**config.mk**
```make
export PLATFORM = sky130hd
export DESIGN_NAME = reclaim_latency_histogram
export DESIGN_NICKNAME = d
export VERILOG_FILES = /design/src/sv/rlh_pkg.sv /design/src/sv/rlh_ram.sv /design/src/sv/rlh_classify.sv /design/src/sv/reclaim_latency_histogram.sv
export VERILOG_INCLUDE_DIRS = /design/src /design/src/sv
export SDC_FILE = /design/constraint.sdc
export NUM_CORES = 2
export LEC_CHECK = 0
export CORE_MARGIN = 4
export CORE_UTILIZATION = 50
export CTS_CLUSTER_DIAMETER = 200
export CTS_CLUSTER_SIZE = 25
export DETAILED_ROUTE_END_ITERATION = 16
export DONT_BUFFER_PORTS = 1
export GPL_TIMING_DRIVEN = 0
export PLACE_DENSITY = 0.67
export SYNTH_ARGS = -nofsm -noshare
export SYNTH_HDL_FRONTEND = slang
export SYNTH_SLANG_ARGS = --single-unit
```
**constraint.sdc**
```tcl
create_clock -name clk -period 32.5 [get_ports clk]
set_input_delay 6.5 -clock clk [delete_from_list [all_inputs] [get_ports clk]]
set_output_delay 6.5 -clock clk [all_outputs]
set_load 0.1 [all_outputs]
```
**src/sv/reclaim_latency_histogram_macros.svh**
```systemverilog
// Assertion macros shared by the histogram RTL.
`ifndef RECLAIM_LATENCY_HISTOGRAM_MACROS_SVH
`define RECLAIM_LATENCY_HISTOGRAM_MACROS_SVH
`ifndef ASSERT_OFF
`define RLH_ASSERT(label, prop) \
	label: assert property (@(posedge clk) disable iff (!arst_n) prop) \
		else $error("reclaim_latency_histogram: assertion failed");
`define RLH_ASSERT_NEVER(label, cond) `RLH_ASSERT(label, !(cond))
`else
`define RLH_ASSERT(label, prop)
`define RLH_ASSERT_NEVER(label, cond)
`endif
`endif

```
**src/sv/rlh_pkg.sv**
```systemverilog
package rlh_pkg;
	localparam int SCORE_W      = 11;
	localparam int LAT_W        = 31;
	localparam int THR_W        = 63;
	localparam int THR_FIELD_W  = 21;
	localparam int NUM_CLASSES  = 4;
	localparam int NUM_BINS     = 4;
	localparam int CFG_IDX_W    = 2;
	localparam int IN_TDATA_W   = 48;
	localparam int OUT_TDATA_W  = 216;
	localparam int OUT_COUNT_W  = 32;
	localparam int OUT_TIME_W   = 48;
	localparam int EXT_W        = 64;

	localparam logic [THR_W-1:0] THR_RESET = 63'd2199023360409605;
	localparam logic signed [SCORE_W-1:0] SCORE_VISIBLE_MAX = 11'sd200;

	typedef logic [1:0] class_t;
	typedef logic [1:0] bin_t;

	localparam class_t CLASS_NATIVE  = 2'd0;
	localparam class_t CLASS_TOP     = 2'd1;
	localparam class_t CLASS_VISIBLE = 2'd2;
	localparam class_t CLASS_OTHER   = 2'd3;

	localparam bin_t BIN_LOW     = 2'd0;
	localparam bin_t BIN_MID     = 2'd1;
	localparam bin_t BIN_HIGH    = 2'd2;
	localparam bin_t BIN_EXTREME = 2'd3;

	typedef logic [NUM_CLASSES-1:0][THR_W-1:0] thr_bank_t;

	typedef struct packed {
		class_t cls;
		bin_t   bin;
	} sel_t;
endpackage

```
**src/sv/rlh_ram.sv**
```systemverilog
module rlh_ram #(
	parameter int WIDTH = 8,
	parameter int DEPTH = 4
) (
	input  logic                     clk,
	input  logic                     we,
	input  logic [$clog2(DEPTH)-1:0] waddr,
	input  logic [WIDTH-1:0]         wdata,
	input  logic                     re,
	input  logic [$clog2(DEPTH)-1:0] raddr,
	output logic [WIDTH-1:0]         rdata
);
	logic [WIDTH-1:0] mem [DEPTH];

	always_ff @(posedge clk) begin
		if (we) begin
			mem[waddr] <= wdata;
		end
		if (re) begin
			rdata <= mem[raddr];
		end
	end
endmodule

```
**src/sv/rlh_classify.sv**
```systemverilog
module rlh_classify (
	input  logic signed [rlh_pkg::SCORE_W-1:0] score_adj,
	input  logic [rlh_pkg::LAT_W-1:0]          latency_ms,
	input  rlh_pkg::thr_bank_t                 thr_bank,
	output rlh_pkg::sel_t                      sel
);
	logic [rlh_pkg::THR_W-1:0]       thr;
	logic [rlh_pkg::THR_FIELD_W-1:0] thr_low;
	logic [rlh_pkg::THR_FIELD_W-1:0] thr_mid;
	logic [rlh_pkg::THR_FIELD_W-1:0] thr_high;

	always_comb begin
		if (score_adj[rlh_pkg::SCORE_W-1]) begin
			sel.cls = rlh_pkg::CLASS_NATIVE;
		end else if (score_adj == '0) begin
			sel.cls = rlh_pkg::CLASS_TOP;
		end else if (score_adj <= rlh_pkg::SCORE_VISIBLE_MAX) begin
			sel.cls = rlh_pkg::CLASS_VISIBLE;
		end else begin
			sel.cls = rlh_pkg::CLASS_OTHER;
		end

		thr      = thr_bank[sel.cls];
		thr_low  = thr[rlh_pkg::THR_FIELD_W-1:0];
		thr_mid  = thr[2*rlh_pkg::THR_FIELD_W-1:rlh_pkg::THR_FIELD_W];
		thr_high = thr[3*rlh_pkg::THR_FIELD_W-1:2*rlh_pkg::THR_FIELD_W];

		// The first threshold that the latency lies below decides the bin.
		if (latency_ms < rlh_pkg::LAT_W'(thr_low)) begin
			sel.bin = rlh_pkg::BIN_LOW;
		end else if (latency_ms < rlh_pkg::LAT_W'(thr_mid)) begin
			sel.bin = rlh_pkg::BIN_MID;
		end else if (latency_ms < rlh_pkg::LAT_W'(thr_high)) begin
			sel.bin = rlh_pkg::BIN_HIGH;
		end else begin
			sel.bin = rlh_pkg::BIN_EXTREME;
		end
	end
endmodule

```
**src/sv/reclaim_latency_histogram.sv**
```systemverilog
// Channel   | Direction | Fields, lowest bit first
// s_axis    | in        | tdata: score_adj[10:0], latency_ms[41:11], zero fill to 48 bits
// m_axis    | out       | tdata: class_index, bin_index, count_low, count_mid, count_high,
//           |           |        count_extreme, event_total, time_total, zero fill to 216 bits
// cfg       | in        | cfg_index selects the class whose thresholds cfg_data replaces
//
// One item per cycle unless the output stalls; an item passes the s1 and output registers.
// The class row is read from the state memory when the item is accepted, updated and
// written back as the item leaves s1; the row just written is forwarded to a following item.
// Reset marks every row as empty, so no clearing pass is needed.
// A stalled output holds one result and one item in flight; input is refused only then.
`include "reclaim_latency_histogram_macros.svh"

module reclaim_latency_histogram #(
	parameter int COUNT_WIDTH = 32,
	parameter int TIME_WIDTH  = 48
) (
	input  logic                               clk,
	input  logic                               arst_n,
	input  logic                               s_axis_tvalid,
	output logic                               s_axis_tready,
	// score_adj, latency_ms
	input  logic [rlh_pkg::IN_TDATA_W-1:0]     s_axis_tdata,
	output logic                               m_axis_tvalid,
	input  logic                               m_axis_tready,
	// class_index, bin_index, count_low, count_mid, count_high, count_extreme,
	// event_total, time_total
	output logic [rlh_pkg::OUT_TDATA_W-1:0]    m_axis_tdata,
	input  logic                               cfg_we,
	input  logic [rlh_pkg::CFG_IDX_W-1:0]      cfg_index,
	input  logic [rlh_pkg::THR_W-1:0]          cfg_data
);
	localparam int ROW_W  = rlh_pkg::NUM_BINS * COUNT_WIDTH + COUNT_WIDTH + TIME_WIDTH;
	localparam int EVT_LO = rlh_pkg::NUM_BINS * COUNT_WIDTH;
	localparam int TIME_LO = EVT_LO + COUNT_WIDTH;
	localparam int SUM_W  = ((TIME_WIDTH > rlh_pkg::LAT_W) ? TIME_WIDTH : rlh_pkg::LAT_W) + 1;

	rlh_pkg::thr_bank_t                thr_q;
	logic signed [rlh_pkg::SCORE_W-1:0] in_score;
	logic [rlh_pkg::LAT_W-1:0]         in_lat;
	rlh_pkg::sel_t                     in_sel;
	logic                              acc_in;
	logic                              adv1;
	logic                              wr_en;

	logic                              s1_vld_q;
	rlh_pkg::sel_t                     sel_s1;
	logic [rlh_pkg::LAT_W-1:0]         lat_s1;

	logic [ROW_W-1:0]                  ram_rdata;
	logic [ROW_W-1:0]                  cur_row;
	logic [ROW_W-1:0]                  new_row;
	logic [rlh_pkg::NUM_CLASSES-1:0]   row_vld_q;
	logic                              byp_vld_q;

	logic [COUNT_WIDTH-1:0]            cur_cnt;
	logic [COUNT_WIDTH-1:0]            cur_evt;
	logic [COUNT_WIDTH-1:0]            new_evt;
	logic [TIME_WIDTH-1:0]             cur_time;
	logic [SUM_W-1:0]                  sum_ext;

	logic                              out_vld_q;
	rlh_pkg::sel_t                     out_sel_q;
	logic [ROW_W-1:0]                  out_row_q;
	logic [rlh_pkg::NUM_BINS-1:0][rlh_pkg::OUT_COUNT_W-1:0] out_cnt;
	logic [rlh_pkg::OUT_COUNT_W-1:0]   out_evt;
	logic [rlh_pkg::OUT_TIME_W-1:0]    out_time;
	logic [COUNT_WIDTH-1:0]            out_bin_cnt;

	assign in_score = s_axis_tdata[rlh_pkg::SCORE_W-1:0];
	assign in_lat   = s_axis_tdata[rlh_pkg::SCORE_W+rlh_pkg::LAT_W-1:rlh_pkg::SCORE_W];

	assign adv1          = !out_vld_q || m_axis_tready;
	assign s_axis_tready = !s1_vld_q || adv1;
	assign acc_in        = s_axis_tvalid && s_axis_tready;
	assign wr_en         = s1_vld_q && adv1;

	always_ff @(posedge clk or negedge arst_n) begin
		if (!arst_n) begin
			for (int c = 0; c < rlh_pkg::NUM_CLASSES; c++) begin
				thr_q[c] <= rlh_pkg::THR_RESET;
			end
		end else if (cfg_we) begin
			thr_q[cfg_index] <= cfg_data;
		end
	end

	rlh_classify u_classify (
		.score_adj  (in_score),
		.latency_ms (in_lat),
		.thr_bank   (thr_q),
		.sel        (in_sel)
	);

	always_ff @(posedge clk or negedge arst_n) begin
		if (!arst_n) begin
			s1_vld_q <= 1'b0;
		end else if (s_axis_tready) begin
			s1_vld_q <= s_axis_tvalid;
		end
	end

	always_ff @(posedge clk) begin
		if (acc_in) begin
			sel_s1 <= in_sel;
			lat_s1 <= in_lat;
		end
	end

	rlh_ram #(
		.WIDTH (ROW_W),
		.DEPTH (rlh_pkg::NUM_CLASSES)
	) u_row_ram (
		.clk   (clk),
		.we    (wr_en),
		.waddr (sel_s1.cls),
		.wdata (new_row),
		.re    (acc_in),
		.raddr (in_sel.cls),
		.rdata (ram_rdata)
	);

	// The output register also holds the row last written, which the memory read misses
	// when the same class was written at the edge of the read.
	always_comb begin
		if (byp_vld_q && out_sel_q.cls == sel_s1.cls) begin
			cur_row = out_row_q;
		end else if (row_vld_q[sel_s1.cls]) begin
			cur_row = ram_rdata;
		end else begin
			cur_row = '0;
		end

		new_row = cur_row;
		for (int b = 0; b < rlh_pkg::NUM_BINS; b++) begin
			cur_cnt = cur_row[b*COUNT_WIDTH +: COUNT_WIDTH];
			if (sel_s1.bin == rlh_pkg::bin_t'(b) && cur_cnt != '1) begin
				new_row[b*COUNT_WIDTH +: COUNT_WIDTH] = cur_cnt + 1'b1;
			end
		end

		cur_evt = cur_row[EVT_LO +: COUNT_WIDTH];
		new_evt = (cur_evt == '1) ? cur_evt : cur_evt + 1'b1;
		new_row[EVT_LO +: COUNT_WIDTH] = new_evt;

		cur_time = cur_row[TIME_LO +: TIME_WIDTH];
		sum_ext  = SUM_W'(cur_time) + SUM_W'(lat_s1);
		if (sum_ext > SUM_W'({TIME_WIDTH{1'b1}})) begin
			new_row[TIME_LO +: TIME_WIDTH] = '1;
		end else begin
			new_row[TIME_LO +: TIME_WIDTH] = sum_ext[TIME_WIDTH-1:0];
		end
	end

	always_ff @(posedge clk or negedge arst_n) begin
		if (!arst_n) begin
			out_vld_q <= 1'b0;
			byp_vld_q <= 1'b0;
			row_vld_q <= '0;
		end else begin
			if (adv1) begin
				out_vld_q <= s1_vld_q;
			end
			if (wr_en) begin
				byp_vld_q <= 1'b1;
				row_vld_q[sel_s1.cls] <= 1'b1;
			end
		end
	end

	always_ff @(posedge clk) begin
		if (wr_en) begin
			out_sel_q <= sel_s1;
			out_row_q <= new_row;
		end
	end

	always_comb begin
		for (int b = 0; b < rlh_pkg::NUM_BINS; b++) begin
			out_cnt[b] = rlh_pkg::OUT_COUNT_W'(
				rlh_pkg::EXT_W'(out_row_q[b*COUNT_WIDTH +: COUNT_WIDTH]));
		end
	end

	assign out_evt  = rlh_pkg::OUT_COUNT_W'(rlh_pkg::EXT_W'(out_row_q[EVT_LO +: COUNT_WIDTH]));
	assign out_time = rlh_pkg::OUT_TIME_W'(rlh_pkg::EXT_W'(out_row_q[TIME_LO +: TIME_WIDTH]));
	assign out_bin_cnt = out_row_q[out_sel_q.bin*COUNT_WIDTH +: COUNT_WIDTH];

	assign m_axis_tvalid = out_vld_q;
	assign m_axis_tdata  = {4'b0000, out_time, out_evt,
		out_cnt[3], out_cnt[2], out_cnt[1], out_cnt[0],
		out_sel_q.bin, out_sel_q.cls};

	`RLH_ASSERT(a_accept_fills_s1, acc_in |=> s1_vld_q)
	`RLH_ASSERT(a_result_from_s1, $rose(m_axis_tvalid) |-> $past(s1_vld_q))
	`RLH_ASSERT(a_row_marked, wr_en |=> row_vld_q[$past(sel_s1.cls)])
	`RLH_ASSERT(a_event_count_nonzero, wr_en |-> new_evt != '0)
	`RLH_ASSERT_NEVER(a_bin_above_total, m_axis_tvalid && out_bin_cnt > out_row_q[EVT_LO +: COUNT_WIDTH])
endmodule

```
==> results.toml <==
[outcome]
outcome = "finished, violations left"
failed_checks = "capacitance limit, slew limit"

[drt]
wl_per_cell_um = 29.4
num_vias = 45500
via_per_inst = 6.33
drt.antenna.violating_nets = 0
totalWireLength_um = 212000
dr.first_iter.drc_count = 6293
drc = 0
drt_first_pass_iters = 6

[cts]
postCtsSetupRepairBufs = 0
path_clk_slew_ns = 0.10
cts_buffers = 71
cts.repair.resized = 0
clkLatencyLatePin_ns = 0.74
cts_sinks = 1546
cts_hold_buf = 0
cts_tree = "built"
cts.path.max_buffers = 3
cts_root_buf = "clkbuf_16"
cts_htree_levels = 3

[place]
io_buffers = 0
dpl.hpwl_um = 145000
placed_area_um2 = 70700
place_congestion = 0.915
place_inst = 7085
post-place-ws_ns = 18.66

[global_routing]
grt_overflow_total = 0
grt_usage = 0.293
grt_max_degree = 260
grt_pass1_wl_um = 302000
antenna_found_initial = 7
grt_pass1_vias = 43200

[power]
power_uw = 4760
ir_drop_v = 0.0000441
p_leak_uw = 0.0265
powerDensity_nw_per_um2 = 65.5

[layout]
layout-drive-gt1-share = 0.102
area_growth_pct = 7.90
nFillCells = 10900
final_nets = 5607
fin_util = 0.544
final_cells = 7185
final_area_um2 = 72700

[worst_setup_path]
worst_path_dominant_cell_family = "simple AND/OR/NAND/NOR gates"
crit_end = "s_axis_tready"
worst-r2r-cell-count = 21
slowest_stage = "nand3b_1"
critPathArrivalTime_ns = 7.34
slowest_delay_ns = 0.83
r2r_start = "m_axis_tdata[1]$_DFFE_PP_"
path_buf_inv = 0
crit_chain = "nand3b_1"
crit_type = "in2out"
crit_path_end_kind = "output pin"
startpoint_type = "primary input"
cp_num_cells = 1
critPathLaunch = "m_axis_tready"
rrSetupSlack_ns = 21.32
cp.required_ns = 26.00
r2r_end = "u_row_ram.mem[1][170]$_DFFE_PP_"
path_max_fanout = 3

[floorplanning]
initial_core_util = 0.504
die_area_um2 = 141000
num_rows = 134
die_w_um = 375
coreArea_um2 = 134000
die_h_um = 375
design.portCount = 336

[yosys]
ys_ff_latch = 1546
syn_avg_cell_area_um2 = 12.8
async_flop_share = 0.168
ys_warn_count = 0
postSynthCellCount = 5242
synth_flop_cell = "edfxtp_1"
yosysSeqAreaShare = 0.671
synthesis.area_um2 = 67300
synth.distinct_cells = 93
synth_edf_count = 1287

[sta]
slew_headroom = -0.0314
worst_pin_slew_ns = 1.55
final_max_slew_viol_count = 35
rsz0062_at_grt = "false"
final.setup.worst_slack_ns = 18.66
skew_ns = 0.0513
max_freq_mhz = 72.3
period_minus_slack_ns = 13.84
setup-violations-final = 0
finalCritPeriodShare = 0.426
hold_viol_final = 0

[job]
drv_cap = 5

[worst_hold_path]
hold_class = "reg2reg"
[final cells by class]
cell class	count	area, um2	area share
Antenna cell	3	7.51	0.000103
Timing Repair Buffer	72	1090	0.0150
Tap cell	1768	2210	0.0304
Multi-Input combinational cell	3357	20800	0.286
Clock buffer	90	1870	0.0257
Sequential cell	1546	45200	0.622
Inverter	31	124	0.00170
Clock inverter	7	93.8	0.00129
Buffer	311	1320	0.0182
[where the power goes]
part / switching (uW) / internal [uW]
clock network: 617 / 413
logic: 532 / 268
registers: 455 / 2470
total: 1600 / 3150
[cells in the final DEF, fill, tap and decap left out, types with 56 or more instances in the layout]
| cell | count |
|---|---|
| clkbuf_16 | 72 |
| xor2_1 | 88 |
| clkbuf_1 | 246 |
| nor2_1 | 92 |
| a31oi_1 | 227 |
| buf_6 | 56 |
| a21oi_1 | 98 |
| and3_1 | 259 |
| edfxtp_1 | 1287 |
| a22o_1 | 87 |
| nand4_1 | 59 |
| ha_1 | 98 |
| mux2_2 | 257 |
| o21ai_0 | 58 |
| dfrtp_1 | 215 |
| xnor2_1 | 86 |
| nand3_1 | 219 |
| nand2_1 | 1262 |
| a22oi_1 | 62 |
[layer usage]
| metal | GRT usage | vias up | wire length [um] |
|---|---|---|---|
| met3 | 0.0979 | 430 | 26900 |
| li1 | - | 19600 | - |
| met4 | 0.123 | 0 | 9610 |
| met1 | 0.388 | 22900 | 80500 |
| met2 | 0.445 | 2633 | 94500 |
| met5 | 0 | - | 0 |
[stage by stage]
step / hold slack [ns] / setup TNS (ns)
after floorplan: 0.434 / 0
after global placement: 0.449 / -1232.14
after detailed placement: 0.452 / 0
after CTS: 0.477 / 0
after global routing: 0.488 / 0
final: 0.475 / 0
[state kept, by name (all words and copies together) (netlist names)]
name and count:
byp_vld_q 1, lat_s1 31, m_axis_tdata 4, m_axis_tvalid 1, out_row_q 208, row_vld_q 4, s1_vld_q 1, sel_s1 4
thr_q 252, u_row_ram.mem 832, u_row_ram.rdata 208
[synthesized netlist by cell type, types with 11 or more instances]
cell	number	area, um2
ha_1	98	1230
edfxtp_1	1287	38600
nor2b_1	24	150
o21ai_0	58	290
and3_1	260	1630
nor3_1	37	185
mux2i_1	39	390
xnor2_1	86	753
buf_2	24	120
nand2b_1	17	106
a22o_1	87	762
a22oi_1	62	465
o31ai_1	11	82.6
nand4b_1	12	105
mux4_2	18	405
a31oi_1	227	1420
inv_1	30	113
nand2_1	1262	4740
mux2_2	257	2890
a211oi_1	12	90.1
dfrtp_1	215	5380
nor4_1	21	131
xor2_1	88	771
nand3_1	219	1100
nor2_1	93	349
a21o_1	31	233
buf_6	11	124
dfstp_2	44	1160
clkbuf_1	229	860
nand4_1	59	369
and2_1	14	87.6
a21oi_1	98	490
buf_1	37	139
[kinds of logic (layout without fill, tap and decap cells)]
family / Yosys count / count (layout) / share of synthesized area
buffers and inverters: 342 / 511 / 0.0213
other: 1 / 7 / 0.0000557
and+or+nand+nor: 2075 / 2075 / 0.141
xor gates and xnor gates: 176 / 176 / 0.0231
muxes: 315 / 315 / 0.0550
adders and majority gates: 99 / 99 / 0.0185
AOI/OAI and AO/OA: 688 / 688 / 0.0705
DFF: 1546 / 1546 / 0.671
[worst min path at each step]
stage,to,startpoint,cells after the start
5_1_grt,row_vld_q[1]$_DFFE_PN0P_,row_vld_q[1]$_DFFE_PN0P_,1
2_1_floorplan,row_vld_q[2]$_DFFE_PN0P_,row_vld_q[2]$_DFFE_PN0P_,1
3_3_place_gp,row_vld_q[2]$_DFFE_PN0P_,row_vld_q[2]$_DFFE_PN0P_,1
4_1_cts,row_vld_q[2]$_DFFE_PN0P_,row_vld_q[2]$_DFFE_PN0P_,1
3_5_place_dp,row_vld_q[2]$_DFFE_PN0P_,row_vld_q[2]$_DFFE_PN0P_,1
6_report,row_vld_q[2]$_DFFE_PN0P_,row_vld_q[2]$_DFFE_PN0P_,1
Note: power is estimated with default switching activity, not from simulation.
